<file path="src/rtl/integer_to_ascii_radix_formatter_macros.svh">
// Assertion helpers for the formatter RTL.
`ifndef INTEGER_TO_ASCII_RADIX_FORMATTER_MACROS_SVH
`define INTEGER_TO_ASCII_RADIX_FORMATTER_MACROS_SVH

// Checked on every rising clock edge outside reset.
`define I2A_ASSERT(lbl, prop, msg) \
   lbl: assert property (@(posedge clock) disable iff (reset) prop) else $error(msg);

// Checked on every rising clock edge, reset included.
`define I2A_ASSERT_ALWAYS(lbl, prop, msg) \
   lbl: assert property (@(posedge clock) prop) else $error(msg);

`endif

</file>
<file path="src/rtl/i2a_pkg.sv">
package i2a_pkg;

   // Number of low bits of the input value that are formatted.
   localparam int VALUE_WIDTH = 64;

   // Digit counts of the widest value in each base.
   localparam int NDIG_BIN = VALUE_WIDTH;
   localparam int NDIG_OCT = (VALUE_WIDTH + 2) / 3;
   localparam int NDIG_DEC = (VALUE_WIDTH * 30103 + 99999) / 100000;
   localparam int NDIG_HEX = (VALUE_WIDTH + 3) / 4;

   // Bit widths of the left-aligned digit strings.
   localparam int OCT_W = 3 * NDIG_OCT;
   localparam int BCD_W = 4 * NDIG_DEC;
   localparam int HEX_W = 4 * NDIG_HEX;
   localparam int WORK_W0 = (OCT_W > VALUE_WIDTH) ? OCT_W : VALUE_WIDTH;
   localparam int WORK_W = (BCD_W > WORK_W0) ? BCD_W : WORK_W0;

   // Left shifts that place the most significant digit at the top of the work register.
   localparam int SH_BIN = WORK_W - VALUE_WIDTH;
   localparam int SH_OCT = WORK_W - OCT_W;
   localparam int SH_DEC = WORK_W - BCD_W;
   localparam int SH_HEX = WORK_W - HEX_W;

   // The count register holds step and digit counts up to the binary digit count.
   localparam int CNT_W = $clog2(NDIG_BIN + 1);

   localparam logic [6:0] CHAR_ZERO = 7'h30;
   localparam logic [6:0] CHAR_A_LESS_TEN = 7'h57;
   localparam logic [3:0] DIGIT_TEN = 4'd10;

   typedef enum logic [1:0] {
      MODE_BIN,
      MODE_OCT,
      MODE_DEC,
      MODE_HEX
   } mode_type;

   typedef enum logic [2:0] {
      OP_HOLD,
      OP_LOAD,
      OP_DABBLE,
      OP_DABBLE_LAST,
      OP_SHIFT
   } op_type;

   typedef enum logic [1:0] {
      ST_IDLE,
      ST_CONVERT,
      ST_STRIP,
      ST_EMIT
   } state_type;

   // Command from the sequencer to the datapath.
   typedef struct packed {
      op_type   op;
      mode_type mode;
   } dp_ctrl_type;

   // Status from the datapath to the sequencer.
   typedef struct packed {
      logic top_zero;
      logic top_valid;
   } dp_stat_type;

   // ASCII code of one digit, lowercase letters above nine.
   function automatic logic [6:0] char_of_digit(input logic [3:0] digit);
      logic [6:0] code;
      if (digit < DIGIT_TEN) begin
         code = CHAR_ZERO + {3'b000, digit};
      end else begin
         code = CHAR_A_LESS_TEN + {3'b000, digit};
      end
      return code;
   endfunction

   // Number of digit positions of the aligned string in each base.
   function automatic logic [CNT_W-1:0] ndig_of_mode(input mode_type mode);
      logic [CNT_W-1:0] n;
      unique case (mode)
         MODE_BIN: n = CNT_W'(NDIG_BIN);
         MODE_OCT: n = CNT_W'(NDIG_OCT);
         MODE_DEC: n = CNT_W'(NDIG_DEC);
         MODE_HEX: n = CNT_W'(NDIG_HEX);
         default:  n = CNT_W'(NDIG_HEX);
      endcase
      return n;
   endfunction

endpackage

</file>
<file path="src/rtl/i2a_datapath.sv">
module i2a_datapath
   import i2a_pkg::*;
(
   input  logic                   clock,
   input  dp_ctrl_type            ctrl,
   input  logic [VALUE_WIDTH-1:0] value,
   output dp_stat_type            stat,
   output logic [6:0]             char_code
);

   logic [VALUE_WIDTH-1:0] bin_ff;
   logic [VALUE_WIDTH-1:0] bin_in;
   logic [WORK_W-1:0]      work_ff;
   logic [WORK_W-1:0]      work_in;
   logic [BCD_W-1:0]       bcd_adj;
   logic [BCD_W-1:0]       bcd_next;
   logic [WORK_W-1:0]      load_word;
   logic [WORK_W-1:0]      shifted;
   logic [3:0]             top_digit;

   // Add-three correction on every BCD digit ahead of the shift.
   always_comb begin
      for (int i = 0; i < NDIG_DEC; i++) begin
         if (work_ff[4*i +: 4] >= 4'd5) begin
            bcd_adj[4*i +: 4] = work_ff[4*i +: 4] + 4'd3;
         end else begin
            bcd_adj[4*i +: 4] = work_ff[4*i +: 4];
         end
      end
      bcd_next = {bcd_adj[BCD_W-2:0], bin_ff[VALUE_WIDTH-1]};
   end

   // Aligned load word, top digit and one-digit shift for the selected base.
   always_comb begin
      unique case (ctrl.mode)
         MODE_BIN: begin
            load_word = WORK_W'(value) << SH_BIN;
            top_digit = {3'b000, work_ff[WORK_W-1]};
            shifted   = work_ff << 1;
         end
         MODE_OCT: begin
            load_word = WORK_W'(value) << SH_OCT;
            top_digit = {1'b0, work_ff[WORK_W-1 -: 3]};
            shifted   = work_ff << 3;
         end
         MODE_DEC: begin
            load_word = '0;
            top_digit = work_ff[WORK_W-1 -: 4];
            shifted   = work_ff << 4;
         end
         MODE_HEX: begin
            load_word = WORK_W'(value) << SH_HEX;
            top_digit = work_ff[WORK_W-1 -: 4];
            shifted   = work_ff << 4;
         end
         default: begin
            load_word = '0;
            top_digit = '0;
            shifted   = work_ff;
         end
      endcase
   end

   // Next value of the shared shift register pair.
   always_comb begin
      bin_in  = bin_ff;
      work_in = work_ff;
      unique case (ctrl.op)
         OP_HOLD: begin
         end
         OP_LOAD: begin
            bin_in  = value;
            work_in = load_word;
         end
         OP_DABBLE: begin
            bin_in  = bin_ff << 1;
            work_in = WORK_W'(bcd_next);
         end
         OP_DABBLE_LAST: begin
            bin_in  = bin_ff << 1;
            work_in = WORK_W'(bcd_next) << SH_DEC;
         end
         OP_SHIFT: begin
            work_in = shifted;
         end
         default: begin
         end
      endcase
   end

   always_ff @(posedge clock) begin
      bin_ff  <= bin_in;
      work_ff <= work_in;
   end

   assign stat.top_zero  = (top_digit == 4'd0);
   assign stat.top_valid = (top_digit < DIGIT_TEN) || (ctrl.mode == MODE_HEX);
   assign char_code      = char_of_digit(top_digit);

endmodule

</file>
<file path="src/rtl/i2a_sequencer.sv">
module i2a_sequencer
   import i2a_pkg::*;
(
   input  logic        clock,
   input  logic        reset,
   input  logic        req_valid,
   input  logic [1:0]  req_mode,
   input  logic        rsp_stall,
   input  dp_stat_type stat,
   output dp_ctrl_type ctrl,
   output logic        req_stall,
   output logic        rsp_valid,
   output logic        rsp_last
);

   state_type        state_ff;
   state_type        state_in;
   mode_type         mode_ff;
   mode_type         mode_in;
   logic [CNT_W-1:0] cnt_ff;
   logic [CNT_W-1:0] cnt_in;

   // State, base and count registers.
   always_ff @(posedge clock) begin
      if (reset) begin
         state_ff <= ST_IDLE;
         cnt_ff   <= '0;
      end else begin
         state_ff <= state_in;
         cnt_ff   <= cnt_in;
      end
      mode_ff <= mode_in;
   end

   // Next state and datapath command.
   always_comb begin
      state_in  = state_ff;
      mode_in   = mode_ff;
      cnt_in    = cnt_ff;
      ctrl.op   = OP_HOLD;
      ctrl.mode = mode_ff;
      req_stall = 1'b1;
      rsp_valid = 1'b0;
      rsp_last  = 1'b0;
      unique case (state_ff)
         ST_IDLE: begin
            req_stall = 1'b0;
            ctrl.mode = mode_type'(req_mode);
            if (req_valid) begin
               ctrl.op = OP_LOAD;
               mode_in = mode_type'(req_mode);
               if (mode_type'(req_mode) == MODE_DEC) begin
                  cnt_in   = CNT_W'(VALUE_WIDTH - 1);
                  state_in = ST_CONVERT;
               end else begin
                  cnt_in   = ndig_of_mode(mode_type'(req_mode));
                  state_in = ST_STRIP;
               end
            end
         end
         ST_CONVERT: begin
            // One binary bit enters the BCD string per cycle.
            if (cnt_ff == '0) begin
               ctrl.op  = OP_DABBLE_LAST;
               cnt_in   = CNT_W'(NDIG_DEC);
               state_in = ST_STRIP;
            end else begin
               ctrl.op = OP_DABBLE;
               cnt_in  = cnt_ff - CNT_W'(1);
            end
         end
         ST_STRIP: begin
            // Drop leading zeros, keeping at least one digit.
            if (stat.top_zero && (cnt_ff > CNT_W'(1))) begin
               ctrl.op = OP_SHIFT;
               cnt_in  = cnt_ff - CNT_W'(1);
            end else begin
               state_in = ST_EMIT;
            end
         end
         ST_EMIT: begin
            rsp_valid = 1'b1;
            rsp_last  = (cnt_ff == CNT_W'(1));
            if (!rsp_stall) begin
               ctrl.op = OP_SHIFT;
               cnt_in  = cnt_ff - CNT_W'(1);
               if (cnt_ff == CNT_W'(1)) begin
                  state_in = ST_IDLE;
               end
            end
         end
         default: begin
            state_in = ST_IDLE;
         end
      endcase
   end

endmodule

</file>
<file path="src/rtl/integer_to_ascii_radix_formatter.sv">
// Channel   Direction  Handshake            Payload
// req_      in         req_valid/req_stall  req_value[63:0], req_mode[1:0]
// rsp_      out        rsp_valid/rsp_stall  rsp_char_code[6:0], rsp_last
//
// One transaction at a time: req_stall is high from acceptance until the last character
// has been taken. Decimal requests first run the BCD shift-and-adjust loop, one bit a
// cycle; then every base skips leading zero digits, keeping at least one, and sends the
// characters, most significant first.
// Reset is synchronous and active high and returns the sequencer to idle.
// A stalled character holds its code and last flag.
`include "integer_to_ascii_radix_formatter_macros.svh"

module integer_to_ascii_radix_formatter
   import i2a_pkg::*;
(
   input  logic        clock,
   input  logic        reset,
   input  logic        req_valid,
   output logic        req_stall,
   input  logic [63:0] req_value,
   input  logic [1:0]  req_mode,
   output logic        rsp_valid,
   input  logic        rsp_stall,
   output logic [6:0]  rsp_char_code,
   output logic        rsp_last
);

   dp_ctrl_type ctrl;
   dp_stat_type stat;

   // Sequencer steering the shared shift unit.
   i2a_sequencer u_seq (
      .clock     (clock),
      .reset     (reset),
      .req_valid (req_valid),
      .req_mode  (req_mode),
      .rsp_stall (rsp_stall),
      .stat      (stat),
      .ctrl      (ctrl),
      .req_stall (req_stall),
      .rsp_valid (rsp_valid),
      .rsp_last  (rsp_last)
   );

   // Value, BCD and digit shift registers.
   i2a_datapath u_dp (
      .clock     (clock),
      .ctrl      (ctrl),
      .value     (req_value[VALUE_WIDTH-1:0]),
      .stat      (stat),
      .char_code (rsp_char_code)
   );

   // Consistency checks on the sequencing.
   `I2A_ASSERT(a_busy_after_accept, (req_valid && !req_stall) |=> req_stall, "no stall after accept")
   `I2A_ASSERT(a_no_accept_while_emit, rsp_valid |-> req_stall, "input open during output")
   `I2A_ASSERT(a_idle_after_last, (rsp_valid && !rsp_stall && rsp_last) |=> !rsp_valid, "output after last")
   `I2A_ASSERT(a_digit_in_base, rsp_valid |-> stat.top_valid, "digit out of range for base")
   `I2A_ASSERT_ALWAYS(a_reset_idle, reset |=> (!rsp_valid && !req_stall), "not idle after reset")

endmodule
</file>
<file path="config.mk">
export PLATFORM = sky130hd
export DESIGN_NAME = integer_to_ascii_radix_formatter
export DESIGN_NICKNAME = d
export VERILOG_FILES = /design/src/rtl/i2a_pkg.sv /design/src/rtl/i2a_datapath.sv /design/src/rtl/i2a_sequencer.sv /design/src/rtl/integer_to_ascii_radix_formatter.sv
export VERILOG_INCLUDE_DIRS = /design/src /design/src/rtl
export SDC_FILE = /design/constraint.sdc
export NUM_CORES = 1
export LEC_CHECK = 0
export ABC_AREA = 1
export BUFFER_PORTS_ARGS = -buffer_cell sky130_fd_sc_hd__buf_2
export CAP_MARGIN = 20
export CORE_ASPECT_RATIO = 1.25
export CORE_MARGIN = 2
export CORE_UTILIZATION = 40
export DETAILED_ROUTE_END_ITERATION = 6
export HOLD_SLACK_MARGIN = 0.03
export PLACE_DENSITY_LB_ADDON = 0.15
export SETUP_SLACK_MARGIN = 0.5
export SLEW_MARGIN = 20
export SYNTH_ARGS = -nofsm -noshare
export SYNTH_HDL_FRONTEND = slang
export SYNTH_SLANG_ARGS = --single-unit
export TNS_END_PERCENT = 50
</file>
<file path="constraint.sdc">
create_clock -name clock -period 12 [get_ports clock]
set_clock_uncertainty 0.2 [all_clocks]
set_input_delay 2.4 -clock clock [delete_from_list [all_inputs] [get_ports clock]]
set_output_delay 2.4 -clock clock [all_outputs]
set_load 0.05 [all_outputs]
</file>
# Yosys cells after proc, flatten, opt, wreduce, memory -nomap -nowiden
# Cells that the tools add are included.
# classes
n_div	0
multipliers	0
bitwise_logic	0
muxes	49
magnitude_cmp	22
eq_ne	20
add_sub_neg	23
n_reduce_logical	14
n_shift	0
# ops
op	count
case mux 80 bit (3 select lines)	3
case mux 64 bit (2 select lines)	1
>= comparator 4 x 3 -> 1 bit (second input constant)	20
adder 4 x 2 -> 4 bit (second input constant)	19
2-to-1 mux 4 bit	19
2-to-1 mux 7 bit	6
case mux 7 bit (4 select lines)	1
case mux 7 bit (3 select lines)	1
2-to-1 mux 2 bit	7
== test 2 bit (second input constant)	6
case mux 3 bit (4 select lines)	1
case mux 4 bit (3 select lines)	1
2-to-1 mux 3 bit	3
case mux 2 bit (4 select lines)	1
adder 6 x 4 -> 7 bit (first input constant)	1
adder 7 x 4 -> 7 bit (first input constant)	1
== test 7 x 1 -> 1 bit (second input constant)	1
greater-than comparator 7 x 1 -> 1 bit (second input constant)	1
logical NOT 7 bit	1
subtractor 7 x 1 -> 7 bit (second input constant)	1
== test 2 x 1 -> 1 bit (second input constant)	3
== test 3 x 2 -> 1 bit (second input constant)	2
logical NOT 2 bit	3
!= test 2 x 1 -> 1 bit (second input constant)	3
other kinds (14)	22
# word_totals
ff_bits	155
output_inout_bits	10
latchBits	0
ramBits	0
rom_bits	0
word_cells	133
inputBits	70
mem_count	0

# Logic depth before layout (Yosys ltp)
# Gate-level depths: netlist of the first run.
# depth
word_depth	12
mapped_depth	24
depth_no_buf	18

# By module
# A second synthesis of the first run with hierarchy kept.
# hier_totals
hier_cells	1481
area_unflattened_um2	11314.6
# modules_own_cells
module	area_per_inst_um2	cells_per_inst	seq_area_each_um2	n_inst
i2a_datapath	10373.7	1345	4324.1	1
i2a_sequencer	940.9	136	240.2	1

# Worst setup path after synthesis of the first run
# OpenSTA, ideal clock, no wires.
# synth_timing
kind	input port to output port
startpoint	in req_mode[1]
endpoint	out rsp_char_code[1]
slack_ps	4293
stages	12
t_arrival_ps	5107
path_buffers	3
t_required_ps	9400
path_cell_list	inv_1 -> nand2_2 -> nand2_1 -> buf_2 -> ha_1 -> buf_2 -> inv_1 -> clkbuf_1 -> o221ai_1 -> o21ai_0 -> ha_1 -> o21ai_0
# synth_via
elab_chain_len	6
word_cells_on_any_way	11
classes_between	add/sub (2); order compare (1); eq/ne (3); mux (3); reduce/logical (2)
# synth_lines
item	line	rtl
start: declaration	integer_to_ascii_radix_formatter.sv:21	input logic [1:0] req_mode,
2-to-1 mux 2 bit *	i2a_sequencer.sv:45	unique case (state_ff)
== test 2 bit (on tied branches)	--	
OR reduction 2 bit (no line)	--	
case mux 4 bit (3 select lines) *	i2a_datapath.sv:35	unique case (ctrl.mode)
adder 7 x 4 -> 7 bit, or another cell as far along	i2a_pkg.sv:72	code = CHAR_A_LESS_TEN + {3'b000, digit};
2-to-1 mux 7 bit *	i2a_pkg.sv:69	if (digit < DIGIT_TEN) begin
end: declaration	integer_to_ascii_radix_formatter.sv:24	output logic [6:0] rsp_char_code,
# Every way passes the cells marked *; elsewhere a longest branch is shown, timed or not.

# Worst setup path in the final report of the first run
# layout_timing
startpoint	in req_mode[1]
endpoint	out rsp_char_code[4]
# Same word-level chain as after synthesis.

==> results of run 1 <==
cells in the final DEF, fill, tap and decap left out, types with 4 or more instances in the layout:
cell type / instances
a21oi_1: 113
a22oi_1: 66
buf_2: 78
buf_4: 11
clkbuf_16: 17
dfxtp_1: 9
edfxtp_1: 146
ha_1: 50
inv_1: 247
inv_2: 4
inv_6: 6
inv_8: 4
nand2_1: 343
nand2_2: 5
nand3_1: 154
nand3_2: 23
nand4_1: 7
nor2_1: 46
nor3_1: 4
o211ai_1: 21
o21ai_0: 159
o221ai_1: 8
o22ai_1: 72
or2_2: 8
xor2_1: 9
cells in the mapped netlist (all sizes together), types with 21 or more instances:
master  count
nor2       48
a22oi      66
a21oi     114
buf        35
nand2     350
nand3     178
o21ai     161
edfxtp    146
ha         53
o22ai      72
inv       252
clkbuf     66
o211ai     21
cell type report:
cell class | instances | area (um^2) | area share [%]
clock buffer | 17 | 425 | 3.22
inverter | 252 | 948 | 7.19
tap | 396 | 495 | 3.76
timing repair buffer | 90 | 484 | 3.67
multi-input combinational | 1109 | 6070 | 46.0
clock inverter | 15 | 201 | 1.53
sequential | 155 | 4560 | 34.6
kinds of logic (layout without fill, tap and decap cells):
group | Yosys count | in the layout
AOI/OAI and AO/OA | 448 | 448
other | 1 | 1
DFF | 155 | 155
buffers and inverters | 353 | 374
xor gates and xnor gates | 11 | 11
and+or+nand+nor | 596 | 596
adders and majority gates | 53 | 53
per-layer routing:
layer  routed length [um]  vias to the layer above  global-route usage [%]  share of wire [%]
met5                    0                        -                       0                  0
met4                  268                        0                    4.81               0.83
met3                 1520                       20                    2.87                4.7
met2                14600                      287                    32.8                 45
met1                16100                     5197                    29.8                 50
li1                     -                     5559                       -                  -
where the power goes:
group / total (W) / switching, W / leakage, nW / internal, W
Clock: 0.000587 / 0.000249 / 0.311 / 0.000337
Sequential: 0.00119 / 0.000211 / 1.51 / 0.000979
Combinational: 0.00226 / 0.00154 / 4.07 / 0.000714
worst paths after layout:
check,from,endpoint,slack [ns],cells past startpoint
max,req_mode[1],rsp_char_code[4],4.08,13
min,u_seq.cnt_ff[1],u_seq.cnt_ff[1],0.28,2
max reg2reg,u_seq.state_ff[0],u_dp.work_ff[34],6.37,16
min reg2reg,u_seq.cnt_ff[1],u_seq.cnt_ff[1],0.28,2
metrics by stage:
stage | std cells | total power [W] | utilization, % | worst slack, ns
4_1_cts | 2034 | 0.00404 | 44.8 | 4.06
6_report | 2034 | 0.00404 | 44.8 | 4.08
3_3_place_gp | 2002 | 0.00341 | 42.7 | 4.14
3_5_place_dp | 2002 | 0.00344 | 42.7 | 4.07
2_1_floorplan | 1617 | 0.00295 | - | 4.29
5_1_grt | 2034 | 0.00441 | 44.8 | 3.78
sequential cells by signal (all words and copies together) (netlist names):
name / count
u_seq.state_ff: 2
u_dp.bin_ff: 64
u_dp.work_ff: 80
u_seq.mode_ff: 2
u_seq.cnt_ff: 7
worst min-delay path, cell delays in order (launching register included):
cell and delay, ns:
dfxtp_1 0.32, nand2_1 0.06, a21oi_1 0.05
==> summary.txt, run 1 <==
Logic synthesis
  • Post-Synth Simple-Gate Area: roughly 22%
  • Avg Cell Area, Syn: around 7.4 um^2
  • Synthesized instance count: about 1600
  • Post-synthesis cell type count: 39
  • Seq/Total Area, Yosys: between 30% and 40%
  • Post-synth EDFFs: ~150
  • Ys flop type: edfxtp_1
  • Mux cell area share after synthesis: 0%
  • Top cell type's share of synthesized area: a little over a third
  • Area contributors post-synth: edfxtp_1, nand2_1, inv_1
  • Yosys warns: 0
  • Synth Cell Area: between 0.01 and 0.015 mm^2
  • Adder-Cell Fraction of Synth Area: about 5.5%
  • Yosys top cell by area: edfxtp_1
  • Main combinational cell family by area after synthesis: simple AND/OR/NAND/NOR gates
  • Syn Nets: roughly 1700
  • Post-synth ARST share: 0%
  • Post-synthesis compound-gate area fraction: between 20% and 30%
  • Xor-xnor portion of the synthesized cell area: 0.801%
  • Synthesized flop and latch total: 155

Critical path
  • Crit-path slowest cell: ha_4
  • CP bufs+invs: 5
  • CP Data Required Time: around 9.4 ns
  • Crit path max fanout: just under 60
  • Critical path's largest stage delay: 0.60 ns
  • Critical path class: input pin to output pin
  • Startpoint Class: input pin
  • CP Cell Sequence: buf_2 > inv_1 > nand2_2 > nand2_1 > ha_4 > inv_2 > o221ai_1 > o21ai_0 > ha_1 > inv_1 > a21oi_4 > or2_2 > buf_2
  • CP top delay family: buffers and inverters
  • Crit path DAT: 5.32 ns
  • CP Capture Type: output pin

GRT
  • First-pass GRT wire length: between 50000 and 60000 um
  • Grt ovf: 0
  • Maximum number of pins on one net before global-route repair: 96
  • Vias in the first global route: 10400
  • Initial antenna violation count: 0
  • GRT Overall Usage: 20.6%

Clock network
  • TritonCTS clock tree: done
  • Post_cts resized: 0
  • Clk root buf: clkbuf_16
  • CTS Sinks: 155
  • CTS H-tree depth: 4
  • Clock Latency Late Sink: 0.43 ns
  • CTS max path bufs: 2
  • Clk pin slew, worst setup/hold paths: 0.06 ns
  • Post-CTS Setup Bufs: 0
  • Cts bufs inserted: 17
  • Hold_buf cts: 0

Min path
  • Worst Hold Class: flop to flop

Timing
  • Minimum clock period: about 7.9 ns
  • Final Setup Violations: 0
  • Fmax: about 130 MHz
  • Final hold slack: about 0.28 ns
  • Setup TNS: 0 ns
  • Fin. max-slew vios: 0
  • RSZ-0062 raised after global routing: false
  • Relative slew margins: approximately 36%
  • Period utilization: roughly two thirds
  • Fin. Hold Viols: 0
  • Tightest Pin Transition: around 0.96 ns

Power
  • Peak VDD IR: around 0.27 mV
  • PwrDens: approximately 310 mW/mm^2
  • Static leakage: just under 6 nW

Floorplan
  • Core area: approximately 0.029 mm^2
  • Die area: roughly 0.031 mm^2
  • Rows: 70
  • Starting Density: 40.9%
  • Ports: 80
  • Die Ht: 198 um
  • Die X: around 160 um

Drt
  • Routed Antenna Nets: 0
  • Total routed wirelength: about 32000 um
  • Iter 0 DRT Violations: between 800 and 900
  • Drc violations: 0
  • Vias/cell: between 5 and 6
  • Routed vias: about 11000
  • WL/cell: ~16 um
  • Drt first pass iters: 6

Layout
  • Layout Area Growth over Synthesis: 9.74%
  • Filler instances: slightly above 3000
  • Layout cells sized above 1: approximately a tenth
  • N_diodes: 0
  • Fin area: 0.0132 mm^2
  • Final nets: 1748

Job
  • Number of max-cap violations: 0

Status
  • Status: finished clean

Placed design
  • Placer Congestion: approximately 0.85
  • I/O Buffers: slightly below 80
  • Post-DP Area: ~0.013 mm^2
  • Dpl hpwl: between 20000 and 25000 um
Power figures use the tool's default switching activity.
==> inputs of run 2 (changes only) <==
- clock period: 12 -> 7.6 ns (I/O delays scaled with it)
==> run 2 against run 1 <==
Effect of this change: first-iteration DRC count grew 5.2%; via count is essentially flat; final area shrank 0.16%; final cell count is essentially flat; global-route usage shrank 0.31 points; non-clock buffer count grew 1; critical path type unchanged; critical endpoint unchanged; largest cell class unchanged; highest routed layer unchanged.
==> summary.txt, run 2 (same netlist as run 1, synthesis figures left out) <==
Status
  • Status: finished clean (unchanged)

Critical path
  • Reg2Reg Capture Point: u_dp.work_ff[37] (was u_dp.work_ff[34])
  • Critical path class: input pin to output pin (unchanged)
  • Critical path's largest stage delay: 0.54 ns (was 0.60 ns)
  • Cells on worst reg2reg path: 16 (unchanged)
  • Crit path max fanout: 50 (was 58)
  • Startpoint Class: input pin (unchanged)
  • CP Cell Sequence: buf_2 > inv_1 > nand2_2 > nand2_1 > ha_4 > inv_2 > o221ai_1 > o21ai_0 > ha_1 > inv_1 > a21oi_4 > or2_2 > buf_2 (unchanged)
  • CP Data Required Time: 5.88 ns (was 9.40 ns)
  • Worst reg2reg setup slack: 2.40 ns (was 6.37 ns)
  • Crit path DAT: 4.41 ns (was 5.32 ns)
  • Crit-path slowest cell: ha_4 (unchanged)
  • CP Capture Type: output pin (unchanged)
  • Crit Reg-Reg Startpoint: u_seq.state_ff[0] (unchanged)

GRT
  • Initial antenna violation count: 0 (unchanged)
  • First-pass GRT wire length: 52700 um (was 53700 um)
  • Maximum number of pins on one net before global-route repair: 105 (was 96)
  • Vias in the first global route: 10200 (was 10400)
  • GRT Overall Usage: 20.3% (was 20.6%)
  • Grt ovf: 0 (unchanged)

Layout
  • Layout cells sized above 1: 10.6% (was 10.5%)
  • Max reg flops: 80 (unchanged)
  • Layout Utilization: 44.8% (about the same)
  • Final nets: 1749 (was 1748)
  • Commonest non-fill, non-tap cell in the layout: nand2_1 (unchanged)
  • Filler instances: 3079 (was 3077)
  • Commonest non-fill, non-tap cells in the layout: nand2_1, inv_1, o21ai_0, nand3_1, edfxtp_1 (unchanged)
  • Biggest regs: u_dp.work_ff (80), u_dp.bin_ff (64), u_seq.cnt_ff (7) (unchanged)
  • N_diodes: 0 (unchanged)
  • Layout Area Growth over Synthesis: 9.56% (was 9.74%)
  • Top reg by flops: u_dp.work_ff (unchanged)

Timing
  • Relative slew margins: 27.9% (was 35.9%)
  • Setup TNS: 0 ns (unchanged)
  • RSZ-0062 raised after global routing: false (unchanged)
  • Minimum clock period: approximately 6 ns
  • Fin. Hold Viols: 0 (unchanged)
  • Tightest Pin Transition: 1.08 ns (was 0.962 ns)
  • Period utilization: about 81%
  • Fmax: 163 MHz
  • Fin. max-slew vios: 0 (unchanged)
  • Final hold slack: 0.286 ns (was 0.281 ns)
  • Final Setup Violations: 0 (unchanged)

Clock network
  • Hold_buf cts: 0 (unchanged)
  • CTS H-tree depth: 4 (unchanged)
  • Post-CTS Setup Bufs: 0 (unchanged)
  • Clk pin slew, worst setup/hold paths: 0.07 ns (was 0.06 ns)
  • Post_cts resized: 0 (unchanged)
  • Clock Latency Late Sink: 0.44 ns (was 0.43 ns)
  • Cts bufs inserted: 17 (unchanged)
  • Clk root buf: clkbuf_16 (unchanged)
  • CTS max path bufs: 2 (unchanged)
  • CTS Sinks: 155 (unchanged)
  • TritonCTS clock tree: done (unchanged)

Min path
  • Worst Hold Class: flop to flop (unchanged)
  • WHS Endpoint: u_seq.cnt_ff[1] (unchanged)
  • Hold_sp: u_seq.cnt_ff[1] (unchanged)
  • WHS Path Cells: 2 (unchanged)

Placed design
  • I/O Buffers: 78 (unchanged)
  • Placer Congestion: 0.855 (was 0.849)
  • Dpl hpwl: 20500 um (was 20700 um)

Power
  • Clk pwr share: 14.0% (was 14.5%)
  • Sw Ratio: 49.9% (was 49.7%)
  • Static leakage: 5.88 nW (was 5.89 nW)
  • Combinational Power Share: 56.2% (was 56.0%)
  • PnR Total Power: 0.00633 W (was 0.00404 W)
  • Psw: 0.00316 W (was 0.00201 W)
  • Cell-internal power: 0.00318 W (was 0.00203 W)
  • Peak VDD IR: 0.354 mV (was 0.272 mV)
  • PwrDens: 481 mW/mm^2 (was 306 mW/mm^2)
  • Flop pwr share: 29.7% (was 29.5%)

Drt
  • Routed vias: 11100 (about the same)
  • Iter 0 DRT Violations: 887 (was 843)
  • WL/cell: 15.7 um (was 15.9 um)
  • Drt first pass iters: 5 (was 6)
  • Drc violations: 0 (unchanged)
  • Vias/cell: 5.44 (about the same)
  • Total routed wirelength: 32000 um (was 32400 um)
  • Routed Antenna Nets: 0 (unchanged)

Job
  • Number of max-cap violations: 0 (unchanged)

Floorplan
  • Die area: 0.0315 mm^2 (unchanged)
  • Core area: 0.0294 mm^2 (unchanged)
  • Die Ht: 198 um (unchanged)
  • Die X: 159 um (unchanged)
  • Ports: 80 (unchanged)
  • Starting Density: 40.9% (unchanged)
  • Rows: 70 (unchanged)
## run 2: cell count changes in the layout (fill, tap and decap cells not counted), sizes merged
cell      change
buf           +1
bufinv        -1
clkinvlp      +1
## run 2: cell type report
| cell class | count | area (um^2) | area share, % |
|---|---|---|---|
| multi-input cells | 1109 | 6070 | 46.1 |
| clock buffers | 17 | 425 | 3.23 |
| well taps | 396 | 495 | 3.76 |
| flip-flops and latches | 155 | 4560 | 34.7 |
| clock inverters | 15 | 176 | 1.34 |
| repair buffers | 91 | 488 | 3.70 |
| inverters | 252 | 948 | 7.20 |
## run 2: metrics by stage
stage | worst slack, ns | cells | area (um^2)
3_5_place_dp | 1.49 | 2003 | 12600
2_1_floorplan | 0.949 | 1617 | 12000
6_report | 1.47 | 2035 | 13200
4_1_cts | 1.48 | 2035 | 13200
3_3_place_gp | 1.58 | 2003 | 12600
5_1_grt | 1.15 | 2035 | 13200
## run 2: power groups by stage
stage,logic [W],registers (W),clock network (W)
floorplan,0.00284,0.00181,0
global placement,0.00349,0.00189,0
detailed placement,0.00354,0.00189,0
CTS,0.00355,0.00187,0.000910
global route,0.00405,0.00194,0.000939
finish,0.00356,0.00188,0.000890
## run 2: critical path, delay by kind of cell
family / cells / cell delay, ns
compound gates: 3 / 0.40
fa+ha+maj: 2 / 0.80
buf+inv: 5 / 0.86
simple gates: 3 / 0.81
## run 2: metal layers
layer	track usage (%)	vias to the layer above	routed length [um]
li1	-	5553	-
met1	29.3	5177	15900
met2	32.1	306	14300
met3	2.20	28	1450
met4	6.26	0	412
met5	0	-	0
## run 2: worst max-delay path by stage
stage	from	slack, ns	depth (start not counted)	endpoint
after CTS	req_mode[1]	1.48	13	rsp_char_code[4]
final	req_mode[1]	1.47	13	rsp_char_code[4]
after global routing	req_mode[1]	1.15	13	rsp_char_code[4]
after floorplan	req_mode[1]	0.95	18	u_dp.work_ff[0]
after global placement	req_mode[1]	1.58	13	rsp_char_code[4]
after detailed placement	req_mode[1]	1.49	13	rsp_char_code[4]
==> inputs of run 3 (changes only) <==
- ABC_AREA: 1 -> 0
- clock period: 7.6 -> 5.84 ns (I/O delays scaled with it)
==> run 3 against run 2 <==
Effect of this change: routed wire length grew 7.4%; final cell count shrank 13%; register-to-register slack worse by 1.2 ns; via count down 3.7%; area after synthesis is 0.65% higher; setup slack got worse by 0.47 ns; synthesized cell count shrank 16%; critical path type is now flop to output pin; largest power group unchanged.
==> summary.txt, run 3 <==
Status
  • Status: finished clean (unchanged)

Drt
  • Vias/cell: 5.99 (was 5.44)
  • Routed vias: 10700 (was 11100)
  • Drt first pass iters: 5 (unchanged)
  • Drc violations: 0 (unchanged)
  • Total routed wirelength: 34400 um (was 32000 um)
  • WL/cell: 19.4 um (was 15.7 um)
  • Routed Antenna Nets: 0 (unchanged)
  • Iter 0 DRT Violations: 912 (was 887)

Logic synthesis
  • Most numerous cell in the Yosys netlist: nand2_1 (unchanged)
  • Synth top cells by count: nand2_1, a21oi_1, edfxtp_1, clkbuf_1, nor2_1 (was nand2_1, inv_1, o21ai_0, nand3_1, edfxtp_1)
  • Synth Cell Area: 0.0121 mm^2 (was 0.0120 mm^2)
  • Avg Cell Area, Syn: 8.87 um^2 (was 7.44 um^2)
  • Post-synth EDFFs: 146 (unchanged)
  • Syn Nets: 1487 (was 1740)
  • Yosys top cell by area: edfxtp_1 (unchanged)
  • Area contributors post-synth: edfxtp_1, a21oi_1, mux2_2 (was edfxtp_1, nand2_1, inv_1)
  • Seq/Total Area, Yosys: 37.7% (was 38.0%)
  • Synthesized flop and latch total: 155 (unchanged)
  • Ys flop type: edfxtp_1 (unchanged)
  • Synthesized instance count: 1364 (was 1617)
  • Top cell type's share of synthesized area: 36.2% (was 36.5%)
  • Post-synthesis cell type count: 62 (was 39)
  • Post-synth ARST share: 0% (unchanged)
  • Yosys warns: 0 (unchanged)

Timing
  • Tightest Pin Transition: 0.977 ns (was 1.08 ns)
  • Setup TNS: 0 ns (unchanged)
  • Setup WS post-layout: 0.995 ns (was 1.47 ns)
  • Fin. Hold Viols: 0 (unchanged)
  • Fin. max-slew vios: 0 (unchanged)
  • Minimum clock period: 4.85 ns
  • Final Setup Violations: 0 (unchanged)
  • Relative slew margins: 34.7% (was 27.9%)
  • Final hold slack: 0.341 ns (was 0.286 ns)
  • Fmax: a little over 200 MHz
  • RSZ-0062 raised after global routing: false (unchanged)
  • Period utilization: between 80% and 90%

Floorplan
  • Starting Density: 40.4% (was 40.9%)
  • Core area: 0.0299 mm^2 (was 0.0294 mm^2)
  • Rows: 71 (was 70)
  • Die X: 160 um (was 159 um)
  • Ports: 80 (unchanged)
  • Die area: 0.0317 mm^2 (was 0.0315 mm^2)
  • Die Ht: 198 um (about the same)

Critical path
  • Startpoint Class: flop (was input pin)
  • Cells on worst reg2reg path: 13 (was 16)
  • Crit path DAT: 3.48 ns (was 4.41 ns)
  • Worst reg2reg setup slack: 1.16 ns (was 2.40 ns)
  • CP Data Required Time: 4.47 ns (was 5.88 ns)
  • Critical path class: flop to output pin (was input pin to output pin)
  • CP Capture Type: output pin (unchanged)
  • Crit path max fanout: 83 (was 50)

Clock network
  • Hold_buf cts: 0 (unchanged)
  • Clock Latency Late Sink: 0.44 ns (about the same)
  • Clk pin slew, worst setup/hold paths: 0.07 ns (about the same)
  • TritonCTS clock tree: done (unchanged)
  • CTS H-tree depth: 4 (unchanged)
  • Post_cts resized: 0 (unchanged)
  • Clk root buf: clkbuf_16 (unchanged)
  • Cts bufs inserted: 17 (unchanged)
  • CTS Sinks: 155 (unchanged)
  • Post-CTS Setup Bufs: 0 (unchanged)
  • CTS max path bufs: 2 (unchanged)

Job
  • Number of max-cap violations: 0 (unchanged)

Layout
  • Biggest regs: u_dp.work_ff (80), u_dp.bin_ff (64), u_seq.cnt_ff (7) (unchanged)
  • Layout cells sized above 1: 16.7% (was 10.6%)
  • Final nets: 1487 (was 1749)
  • Commonest non-fill, non-tap cells in the layout: nand2_1, a21oi_1, edfxtp_1, nor2_1, buf_2 (was nand2_1, inv_1, o21ai_0, nand3_1, edfxtp_1)
  • N_diodes: 0 (unchanged)
  • Top reg by flops: u_dp.work_ff (unchanged)
  • Layout Area Growth over Synthesis: 10.7% (was 9.56%)
  • Commonest non-fill, non-tap cell in the layout: nand2_1 (unchanged)
  • Max reg flops: 80 (unchanged)

GRT
  • Initial antenna violation count: 0 (unchanged)
  • Maximum number of pins on one net before global-route repair: 142 (was 105)
  • Grt ovf: 0 (unchanged)
  • Vias in the first global route: 10100 (was 10200)
  • First-pass GRT wire length: 56000 um (was 52700 um)
  • GRT Overall Usage: 21.9% (was 20.3%)

Placed design
  • I/O Buffers: 78 (unchanged)
  • Placer Congestion: 0.848 (was 0.855)
  • Pre-CTS WS: 0.714 ns (was 1.49 ns)
  • Dpl hpwl: 22200 um (was 20500 um)

Power
  • PwrDens: 612 mW/mm^2 (was 481 mW/mm^2)
  • Static leakage: 4.73 nW (was 5.88 nW)
  • Peak VDD IR: 0.340 mV (was 0.354 mV)

Min path
  • Worst Hold Class: flop to flop (unchanged)
  • WHS Path Cells: 2 (unchanged)
[run 3: changes by cell type after synthesis, sizes merged, moves of 42 or more]
cell | before | now
a2111oi | 0 | 48
o21ai | 161 | 56
mux2 | 0 | 65
a221oi | 0 | 57
o31a | 0 | 49
nand2 | 350 | 181
a22oi | 66 | 24
o22ai | 72 | 4
nand3 | 178 | 18
inv | 252 | 72
[run 3: per-stage QoR]
stage,instances,cell area (um^2),total power [W],util (%)
after floorplan,1364,12100,0.00577,-
after global placement,1745,12700,0.00692,42.6
after detailed placement,1746,12800,0.00699,42.7
after CTS,1778,13400,0.00821,44.7
after global routing,1778,13400,0.00886,44.7
final,1778,13400,0.00820,44.7
[run 3: worst max-delay path, cell delays in order, from the launching register on]
cell and delay [ns]:
dfxtp_1 0.41, inv_1 0.10, ha_2 0.26, mux2_4 0.23, buf_4 0.71, nand2_1 0.11, a21oi_1 0.32, inv_1 0.10
ha_1 0.23, nand3_1 0.11, nor3_1 0.06, a21o_1 0.17, buf_2 0.20
[run 3: logic make-up (layout without fill, tap and decap cells)]
logic type | after synthesis | in the layout | synth area share [%]
xor gates and xnor gates | 21 | 21 | 1.52
AOI/OAI and AO/OA | 506 | 506 | 29.2
DFF | 155 | 155 | 37.7
other | 1 | 1 | 0.0310
and+or+nand+nor | 370 | 370 | 13.5
buffers and inverters | 192 | 205 | 6.37
adders and majority gates | 53 | 53 | 5.48
muxes | 66 | 66 | 6.16
[run 3: layer usage]
metal / share of wire (%) / vias to the layer above / GRT usage (%)
li1: - / 5168 / -
met1: 48 / 5165 / 30.6
met2: 46 / 289 / 35.4
met3: 4.2 / 35 / 2.81
met4: 1.7 / 0 / 6.57
met5: 0 / - / 0
[run 3: report_power, final]
| group | switching [W] | total [W] | internal [W] |
|---|---|---|---|
| logic | 0.00285 | 0.00449 | 0.00164 |
| clock network | 0.000514 | 0.00120 | 0.000683 |
| registers | 0.000531 | 0.00251 | 0.00198 |
| total | 0.00389 | 0.00820 | 0.00431 |
[run 3: worst paths after layout]
path | from | end
worst max register to register | u_seq.state_ff[0] | u_dp.work_ff[75]
worst max-delay path | u_seq.state_ff[0] | rsp_char_code[2]
worst min register to register | u_seq.cnt_ff[6] | u_seq.cnt_ff[6]
worst min-delay path | u_seq.cnt_ff[6] | u_seq.cnt_ff[6]
[run 3: layout make-up]
class                      count  area (um^2)
clock buffer                  17          425
clock inverter                15          190
tap                          401          502
fill                        2962        16500
timing repair buffer         100          613
inverter                      73          274
multi-input combinational   1017         6820
sequential                   155         4560
